File: config.mk
export PLATFORM = sky130hd
export DESIGN_NAME = ultrasonic_echo_ranger_core
export DESIGN_NICKNAME = d
export VERILOG_FILES = /design/src/rtl/uer_pkg.sv /design/src/rtl/ultrasonic_echo_ranger_core.sv /design/src/rtl/uer_cfg.sv /design/src/rtl/uer_fsm.sv /design/src/rtl/uer_out.sv
export SDC_FILE = /design/constraint.sdc
export NUM_CORES = 1
export LEC_CHECK = 0
export BUFFER_PORTS_ARGS = -buffer_cell sky130_fd_sc_hd__buf_2
export CORE_UTILIZATION = 50
export DETAILED_ROUTE_END_ITERATION = 12
export PLACE_DENSITY = 0.76
export SLEW_MARGIN = 20
export SYNTH_ARGS = -nofsm -noshare
export SYNTH_HDL_FRONTEND = slang
export SYNTH_HIERARCHICAL = 1
export SYNTH_SLANG_ARGS = --single-unit
File: constraint.sdc
create_clock -name clk -period 13.4 [get_ports clk]
set_input_delay 2.01 -clock clk [delete_from_list [all_inputs] [get_ports clk]]
set_output_delay 2.01 -clock clk [all_outputs]
set_load 0.01 [all_outputs]
File: src/rtl/uer_pkg.sv
package uer_pkg;

    // counter width default and fixed field widths
    localparam int COUNT_BITS_DEF = 24;
    localparam int LEN_W          = 16;
    localparam int TIMEOUT_W      = 24;
    localparam int SPEED_W        = 10;
    localparam int DIST_W         = 33;
    localparam int STATUS_W       = 2;
    localparam int CFG_IDX_W      = 2;
    localparam int CFG_DATA_W     = 24;

    // register indexes
    localparam logic [CFG_IDX_W-1:0] REG_TRIG_LOW  = 2'd0;
    localparam logic [CFG_IDX_W-1:0] REG_TRIG_HIGH = 2'd1;
    localparam logic [CFG_IDX_W-1:0] REG_TIMEOUT   = 2'd2;
    localparam logic [CFG_IDX_W-1:0] REG_SPEED     = 2'd3;

    // register reset values
    localparam logic [LEN_W-1:0]     TRIG_LOW_RST  = 16'd10;
    localparam logic [LEN_W-1:0]     TRIG_HIGH_RST = 16'd20;
    localparam logic [TIMEOUT_W-1:0] TIMEOUT_RST   = 24'd500000;
    localparam logic [SPEED_W-1:0]   SPEED_RST     = 10'd343;

    // status codes
    localparam logic [STATUS_W-1:0] STATUS_OK      = 2'd0;
    localparam logic [STATUS_W-1:0] STATUS_RISE_TO = 2'd1;
    localparam logic [STATUS_W-1:0] STATUS_FALL_TO = 2'd2;

    typedef struct packed {
        logic [LEN_W-1:0]     trig_low;
        logic [LEN_W-1:0]     trig_high;
        logic [TIMEOUT_W-1:0] timeout;
        logic [SPEED_W-1:0]   speed;
    } uer_cfg_t;

    typedef struct packed {
        logic                trigger;
        logic                busy;
        logic                done;
        logic [STATUS_W-1:0] status;
        logic [DIST_W-1:0]   distance;
    } uer_result_t;

endpackage

File: src/rtl/ultrasonic_echo_ranger_core.sv
// channel  | handshake            | payload
// ---------+----------------------+------------------------------------------
// input    | in_valid / in_ready  | start_req, echo (one microsecond tick)
// output   | out_valid / out_ready| trigger, busy_res, done_res, status,
//          |                      | distance
// config   | cfg_we               | cfg_index, cfg_data
//
// one tick word accepted per cycle while the output is not stalled; its result
// appears in the output register on the following cycle
// the phase counter and the 34-bit distance multiply sit combinationally between
// the state registers and the result register
// rst_n clears phase, counter, last status and distance and reloads registers
// input is taken whenever the result register is empty or being read, so a
// stall on the output holds the input for just as long

module ultrasonic_echo_ranger_core
#(
    parameter int COUNT_BITS = uer_pkg::COUNT_BITS_DEF
)
(
    input  logic                              clk,
    input  logic                              rst_n,
    input  logic                              in_valid,
    output logic                              in_ready,
    input  logic                              start_req,
    input  logic                              echo,
    output logic                              out_valid,
    input  logic                              out_ready,
    output logic                              trigger,
    output logic                              busy_res,
    output logic                              done_res,
    output logic [uer_pkg::STATUS_W-1:0]      status,
    output logic [uer_pkg::DIST_W-1:0]        distance,
    input  logic                              cfg_we,
    input  logic [uer_pkg::CFG_IDX_W-1:0]     cfg_index,
    input  logic [uer_pkg::CFG_DATA_W-1:0]    cfg_data
);

    uer_pkg::uer_cfg_t    cfg;
    uer_pkg::uer_result_t res;
    uer_pkg::uer_result_t result;
    logic                 accept;

    // configuration registers
    uer_cfg u_cfg
    (
        .clk       (clk),
        .rst_n     (rst_n),
        .cfg_we    (cfg_we),
        .cfg_index (cfg_index),
        .cfg_data  (cfg_data),
        .cfg       (cfg)
    );

    // measurement sequencer
    uer_fsm #(.COUNT_BITS(COUNT_BITS)) u_fsm
    (
        .clk       (clk),
        .rst_n     (rst_n),
        .accept    (accept),
        .start_req (start_req),
        .echo      (echo),
        .cfg       (cfg),
        .res       (res)
    );

    // result register
    uer_out u_out
    (
        .clk       (clk),
        .rst_n     (rst_n),
        .in_valid  (in_valid),
        .in_ready  (in_ready),
        .accept    (accept),
        .res       (res),
        .out_valid (out_valid),
        .out_ready (out_ready),
        .result    (result)
    );

    assign trigger  = result.trigger;
    assign busy_res = result.busy;
    assign done_res = result.done;
    assign status   = result.status;
    assign distance = result.distance;

endmodule

File: src/rtl/uer_cfg.sv
module uer_cfg
(
    input  logic                              clk,
    input  logic                              rst_n,
    input  logic                              cfg_we,
    input  logic [uer_pkg::CFG_IDX_W-1:0]     cfg_index,
    input  logic [uer_pkg::CFG_DATA_W-1:0]    cfg_data,
    output uer_pkg::uer_cfg_t                 cfg
);

    uer_pkg::uer_cfg_t cfg_reg;

    // register file, writes only
    always_ff @(posedge clk or negedge rst_n)
    begin
        if (!rst_n)
        begin
            cfg_reg.trig_low  <= uer_pkg::TRIG_LOW_RST;
            cfg_reg.trig_high <= uer_pkg::TRIG_HIGH_RST;
            cfg_reg.timeout   <= uer_pkg::TIMEOUT_RST;
            cfg_reg.speed     <= uer_pkg::SPEED_RST;
        end
        else if (cfg_we)
        begin
            case (cfg_index)
                uer_pkg::REG_TRIG_LOW:  cfg_reg.trig_low  <= cfg_data[uer_pkg::LEN_W-1:0];
                uer_pkg::REG_TRIG_HIGH: cfg_reg.trig_high <= cfg_data[uer_pkg::LEN_W-1:0];
                uer_pkg::REG_TIMEOUT:   cfg_reg.timeout   <= cfg_data[uer_pkg::TIMEOUT_W-1:0];
                uer_pkg::REG_SPEED:     cfg_reg.speed     <= cfg_data[uer_pkg::SPEED_W-1:0];
                default:                cfg_reg           <= cfg_reg;
            endcase
        end
    end

    assign cfg = cfg_reg;

endmodule

File: src/rtl/uer_fsm.sv
module uer_fsm
#(
    parameter int COUNT_BITS = uer_pkg::COUNT_BITS_DEF
)
(
    input  logic                  clk,
    input  logic                  rst_n,
    input  logic                  accept,
    input  logic                  start_req,
    input  logic                  echo,
    input  uer_pkg::uer_cfg_t     cfg,
    output uer_pkg::uer_result_t  res
);

    localparam int CMP_W  = (COUNT_BITS > uer_pkg::TIMEOUT_W) ? COUNT_BITS : uer_pkg::TIMEOUT_W;
    localparam int PROD_W = COUNT_BITS + uer_pkg::SPEED_W;
    localparam int HALF_W = PROD_W - 1;
    localparam int EXT_W  = (HALF_W > uer_pkg::DIST_W) ? HALF_W : uer_pkg::DIST_W + 1;
    localparam logic [COUNT_BITS-1:0] CNT_MAX = {COUNT_BITS{1'b1}};

    typedef enum logic [2:0]
    {
        PH_IDLE  = 3'd0,
        PH_TLOW  = 3'd1,
        PH_THIGH = 3'd2,
        PH_RISE  = 3'd3,
        PH_FALL  = 3'd4
    } phase_t;

    phase_t                          phase_reg;
    phase_t                          phase_next;
    logic [COUNT_BITS-1:0]           count_reg;
    logic [COUNT_BITS-1:0]           count_next;
    logic [uer_pkg::DIST_W-1:0]      dist_reg;
    logic [uer_pkg::DIST_W-1:0]      dist_next;
    logic [uer_pkg::STATUS_W-1:0]    status_reg;
    logic [uer_pkg::STATUS_W-1:0]    status_next;

    logic [COUNT_BITS-1:0]           count_bump;
    logic                            bump_expired;
    logic [PROD_W-1:0]               product;
    logic [EXT_W-1:0]                half_ext;
    logic [uer_pkg::DIST_W-1:0]      dist_sat;
    logic                            trig;
    logic                            done;

    // saturating tick counter and timeout check
    assign count_bump   = (count_reg == CNT_MAX) ? count_reg : count_reg + 1'b1;
    assign bump_expired = (CMP_W'(count_bump) >= CMP_W'(cfg.timeout)) || (count_bump == CNT_MAX);

    // echo width times speed, halved and clipped to the distance field
    assign product  = PROD_W'(count_reg) * PROD_W'(cfg.speed);
    assign half_ext = EXT_W'(product[PROD_W-1:1]);
    assign dist_sat = (|half_ext[EXT_W-1:uer_pkg::DIST_W]) ? {uer_pkg::DIST_W{1'b1}}
                                                           : half_ext[uer_pkg::DIST_W-1:0];

    // next state for one tick
    always_comb
    begin
        phase_next  = phase_reg;
        count_next  = count_reg;
        dist_next   = dist_reg;
        status_next = status_reg;
        trig        = 1'b0;
        done        = 1'b0;
        case (phase_reg)
            PH_TLOW:
            begin
                count_next = count_bump;
                if (count_bump >= COUNT_BITS'(cfg.trig_low))
                begin
                    phase_next = PH_THIGH;
                    count_next = '0;
                end
            end
            PH_THIGH:
            begin
                trig       = 1'b1;
                count_next = count_bump;
                if (count_bump >= COUNT_BITS'(cfg.trig_high))
                begin
                    phase_next = PH_RISE;
                    count_next = '0;
                end
            end
            PH_RISE:
            begin
                if (echo)
                begin
                    phase_next = PH_FALL;
                    count_next = COUNT_BITS'(1);
                end
                else
                begin
                    count_next = count_bump;
                    if (bump_expired)
                    begin
                        phase_next  = PH_IDLE;
                        count_next  = '0;
                        status_next = uer_pkg::STATUS_RISE_TO;
                        dist_next   = '0;
                        done        = 1'b1;
                    end
                end
            end
            PH_FALL:
            begin
                if (!echo)
                begin
                    phase_next  = PH_IDLE;
                    count_next  = '0;
                    status_next = uer_pkg::STATUS_OK;
                    dist_next   = dist_sat;
                    done        = 1'b1;
                end
                else
                begin
                    count_next = count_bump;
                    if (bump_expired)
                    begin
                        phase_next  = PH_IDLE;
                        count_next  = '0;
                        status_next = uer_pkg::STATUS_FALL_TO;
                        dist_next   = '0;
                        done        = 1'b1;
                    end
                end
            end
            default:
            begin
                phase_next = PH_IDLE;
                if (start_req)
                begin
                    phase_next = PH_TLOW;
                    count_next = '0;
                end
            end
        endcase
    end

    // state advances once per accepted word
    always_ff @(posedge clk or negedge rst_n)
    begin
        if (!rst_n)
        begin
            phase_reg  <= PH_IDLE;
            count_reg  <= '0;
            dist_reg   <= '0;
            status_reg <= uer_pkg::STATUS_OK;
        end
        else if (accept)
        begin
            phase_reg  <= phase_next;
            count_reg  <= count_next;
            dist_reg   <= dist_next;
            status_reg <= status_next;
        end
    end

    // result of this tick
    assign res.trigger  = trig;
    assign res.busy     = (phase_next != PH_IDLE);
    assign res.done     = done;
    assign res.status   = status_next;
    assign res.distance = dist_next;

`ifndef SYNTH
    // counter is clear whenever no measurement runs
    a_idle_count_zero: assert property (@(posedge clk) disable iff (!rst_n)
        (phase_reg == PH_IDLE) |-> (count_reg == '0))
        else $error("tick counter not clear in idle");

    // echo fall ends the measurement with a good status
    a_fall_done_ok: assert property (@(posedge clk) disable iff (!rst_n)
        (accept && (phase_reg == PH_FALL) && !echo)
        |=> ((phase_reg == PH_IDLE) && (status_reg == uer_pkg::STATUS_OK)))
        else $error("echo fall did not finish measurement");

    // a finished measurement leaves the block idle
    a_done_not_busy: assert property (@(posedge clk) disable iff (!rst_n)
        (accept && res.done) |=> (phase_reg == PH_IDLE))
        else $error("still busy after done");
`endif

endmodule

File: src/rtl/uer_out.sv
module uer_out
(
    input  logic                  clk,
    input  logic                  rst_n,
    input  logic                  in_valid,
    output logic                  in_ready,
    output logic                  accept,
    input  uer_pkg::uer_result_t  res,
    output logic                  out_valid,
    input  logic                  out_ready,
    output uer_pkg::uer_result_t  result
);

    logic                 out_valid_reg;
    uer_pkg::uer_result_t result_reg;

    // take a new word whenever the result register is empty or empties this cycle
    assign in_ready = !out_valid_reg || out_ready;
    assign accept   = in_valid && in_ready;

    // result valid flag
    always_ff @(posedge clk or negedge rst_n)
    begin
        if (!rst_n)
        begin
            out_valid_reg <= 1'b0;
        end
        else if (accept)
        begin
            out_valid_reg <= 1'b1;
        end
        else if (out_ready)
        begin
            out_valid_reg <= 1'b0;
        end
    end

    // result payload
    always_ff @(posedge clk)
    begin
        if (accept)
        begin
            result_reg <= res;
        end
    end

    assign out_valid = out_valid_reg;
    assign result    = result_reg;

`ifndef SYNTH
    // a failed measurement never reports a distance
    a_fail_no_dist: assert property (@(posedge clk) disable iff (!rst_n)
        (out_valid_reg && (result_reg.status != uer_pkg::STATUS_OK))
        |-> (result_reg.distance == '0))
        else $error("distance set with error status");

    // done always comes with busy low
    a_done_idle: assert property (@(posedge clk) disable iff (!rst_n)
        (out_valid_reg && result_reg.done) |-> !result_reg.busy)
        else $error("done reported while busy");

    // trigger pulse only inside a measurement
    a_trig_busy: assert property (@(posedge clk) disable iff (!rst_n)
        (out_valid_reg && result_reg.trigger) |-> result_reg.busy)
        else $error("trigger high outside measurement");
`endif

endmodule
==> impl_metrics.json <==
{
  "status": "completed",
  "hpwl_um": 28300,
  "synth_area_leaders": "fa_1 21%, dfrtp_1 17%, ha_1 9.6%",
  "syn-num-nets": 1995,
  "critical_path.endpoint": "u_out/result[31]",
  "sw_frac_of_total": 0.370,
  "cp-start-kind": "register",
  "synth_edf_count": 38,
  "cts_tree": "done",
  "largest_register_ffs": 66,
  "synth_seq_cells": 167,
  "hold_start": "u_fsm/dist_reg[13]",
  "required_ns": 13.60,
  "pwr_density_cell_nw_per_um2": 101,
  "cts.path.max_buffers": 2,
  "pwr-share-comb": 0.311,
  "crit_chain": "nand2_1 -> fa_1 -> inv_1 -> fa_1 -> fa_1 -> fa_1 -> inv_1 -> fa_1 -> inv_1 -> ha_1 -> nand3_1 -> a211o_1 -> a31oi_1 -> a22oi_1 -> a31oi_1 -> a21oi_1 -> xnor2_1 -> a22o_1",
  "ir_drop_mv": 0.0820,
  "place.gp.congestion": 0.930,
  "pwr-share-seq": 0.405,
  "path_class": "register to register",
  "drive_gt1_frac": 0.132,
  "start_util": 0.506,
  "detailedRoute.firstPassIterationCount": 6,
  "post-route-period-util": 0.494,
  "crit_path_start": "u_cfg/cfg[3]",
  "viasPerCell": 5.75,
  "grt_antenna_before_repair": 0,
  "fmax_mhz": 151,
  "yosysMostFrequentCell": "inv_1",
  "cts_inserted_buffers": 17,
  "maxCapViolations": 0,
  "place.port_buffers": 72,
  "internal_power_mw": 1.12,
  "dieWidth_um": 183,
  "netSwitchingPower_mw": 0.656,
  "cts-root-buf": "clkbuf_16",
  "wire_per_inst_um": 18.3,
  "min_period_ns": 6.62,
  "clock_skew_ns": 0.0137,
  "post_synth.cell_area_avg_um2": 9.89,
  "placed_cells": 2089,
  "clk_latency_ns": 0.44,
  "grt-ovfl-total": 0,
  "nFillCells": 2826,
  "pre_cts_ws_ns": 6.87,
  "cts_resized": 0,
  "synth_cell_types": 85,
  "ctsHtreeMaxLevel": 4,
  "ys_top_cells_by_count": "245 x inv_1, 174 x fa_1, 171 x nand2_1, 126 x ha_1, 124 x and2_1",
  "drc": 0,
  "antenna_left": 0,
  "final_nets": 1999,
  "r2r_end": "u_out/result[31]",
  "synthCells": 1662,
  "grt_pass1_vias": 12800,
  "synthFlopType": "dfrtp_1",
  "async_reset_ff_frac": 0.772,
  "drv_slew": 0,
  "ioPinCount": 73,
  "yosys.area.top_type": "fa_1",
  "post-cts-setup-buffers": 0,
  "drt_iter0_drc": 929,
  "clk_pin_slew_ns": 0.07,
  "area_growth_pct": 7.21,
  "die_height_um": 183,
  "r2r_slack_ns": 6.78,
  "worstPathArrival_ns": 6.82,
  "cts_hold_buf": 0,
  "leakagePower_nw": 9.04,
  "min_path_type": "register to register",
  "clkPwrFrac": 0.284,
  "route.final.wire_length_um": 38900,
  "grt_pass1_wl_um": 64400,
  "cp-end-kind": "register",
  "worst_slew_pin_slew_ns": 0.989,
  "synth_warnings": 6,
  "path_max_fanout": 25,
  "ys_seq_area_frac": 0.267,
  "r2r_start": "u_cfg/cfg[3]",
  "rsz0062_at_grt": "false",
  "cts.sinks": 167,
  "placed_area_um2": 17000,
  "fin_setup_tns_ns": 0,
  "finalSetupViolCount": 0,
  "grt_usage": 0.244,
  "diodes": 0,
  "core-area_um2": 32500,
  "worst-r2r-cell-count": 18,
  "final_cells": 2121,
  "fin_ws_ns": 6.78,
  "final_area_um2": 17600,
  "vias": 12200,
  "dieArea_um2": 33600,
  "hold_violations": 0,
  "synth.top_cell.area_share": 0.212,
  "netlist_area_um2": 16400,
  "num_rows": 66,
  "cp_slowest_stage_delay_ns": 0.99,
  "grt_max_degree": 69,
  "critPathMostFrequentCell": "fa_1",
  "relSlewSlack": 0.341,
  "cp_slowest_cell": "dfrtp_1"
}
worst min-delay path by stage:
stage               slack [ns]  cells after the start                  to
floorplan                 0.47                      1  u_fsm/dist_reg[10]
global placement          0.47                      1  u_fsm/dist_reg[17]
detailed placement        0.48                      1   u_fsm/dist_reg[6]
CTS                       0.50                      1   u_fsm/dist_reg[6]
global route              0.50                      1  u_fsm/dist_reg[11]
finish                    0.49                      1  u_fsm/dist_reg[13]
critical path: cells and delay by family, from the launching register on:
family                     cells  cell delay [ns]
xor gates and xnor gates       1             0.17
buffers and inverters          3             0.15
AOI/OAI and AO/OA              6             1.77
and+or+nand+nor                2             0.32
DFF                            1             0.99
adders and majority gates      6             2.97
layer usage:
| metal | vias to the layer above | GRT usage | part of all wire |
|---|---|---|---|
| li1 | 5555 | - | - |
| met1 | 6056 | 0.312 | 0.43 |
| met2 | 517 | 0.418 | 0.49 |
| met3 | 74 | 0.0377 | 0.060 |
| met4 | 0 | 0.0900 | 0.025 |
| met5 | - | 0 | 0 |
placed cells by master, fill, tap and decap left out, types with 4 or more instances in the layout:
master	netlist	final
a211o_1	5	5
a31oi_1	17	17
a22o_1	66	66
nor2_1	54	53
fa_1	174	174
clkbuf_16	0	18
nand3_1	25	25
a32o_1	13	13
a211oi_1	10	10
buf_4	4	6
nand2_1	171	170
and3_1	13	13
dfrtp_1	112	112
xnor2_1	30	30
mux2_2	68	68
a21oi_1	45	45
edfxtp_1	38	38
o21bai_1	4	4
a21boi_0	5	5
a21o_1	36	36
ha_1	126	126
nor3b_1	4	4
inv_1	245	245
or4_1	4	4
o21ai_0	29	29
buf_2	11	71
and2_1	124	124
or2_2	5	5
nand4_1	17	17
xor2_1	10	10
nor3_1	18	18
a2111oi_0	4	4
nand2b_1	5	5
nor2b_1	8	8
dfstp_2	17	17
area by class of cell:
type,count,area (um2),share of cell area
Multi-Input combinational cell,1156,10700,0.609
Sequential cell,167,4390,0.249
Inverter,246,923,0.0524
Tap cell,442,553,0.0314
Clock buffer,19,454,0.0258
Timing Repair Buffer,78,412,0.0234
Clock inverter,13,155,0.00881
power by group through the flow:
| stage | logic [mW] | clock network [mW] | registers, mW |
|---|---|---|---|
| finish | 0.551 | 0.503 | 0.719 |
| global route | 0.612 | 0.532 | 0.732 |
| CTS | 0.552 | 0.511 | 0.715 |
| detailed placement | 0.547 | 0 | 0.725 |
| global placement | 0.527 | 0 | 0.718 |
| floorplan | 0.434 | 0 | 0.656 |
stage by stage:
step / hold WS (ns) / utilization / power [mW]
floorplan: 0.466 / - / 1.09
global placement: 0.473 / 0.524 / 1.25
detailed placement: 0.481 / 0.524 / 1.27
CTS: 0.495 / 0.543 / 1.78
global route: 0.502 / 0.543 / 1.88
finish: 0.494 / 0.543 / 1.77
cells by family after synthesis:
kind of cell	Yosys count	share of synthesized area
DFF	167	0.267
adders and majority gates	300	0.308
muxes	70	0.0478
xor gates and xnor gates	40	0.0213
AOI/OAI and AO/OA	274	0.124
and+or+nand+nor	472	0.150
buffers and inverters	339	0.0812
(Power assumes the default switching activity.)
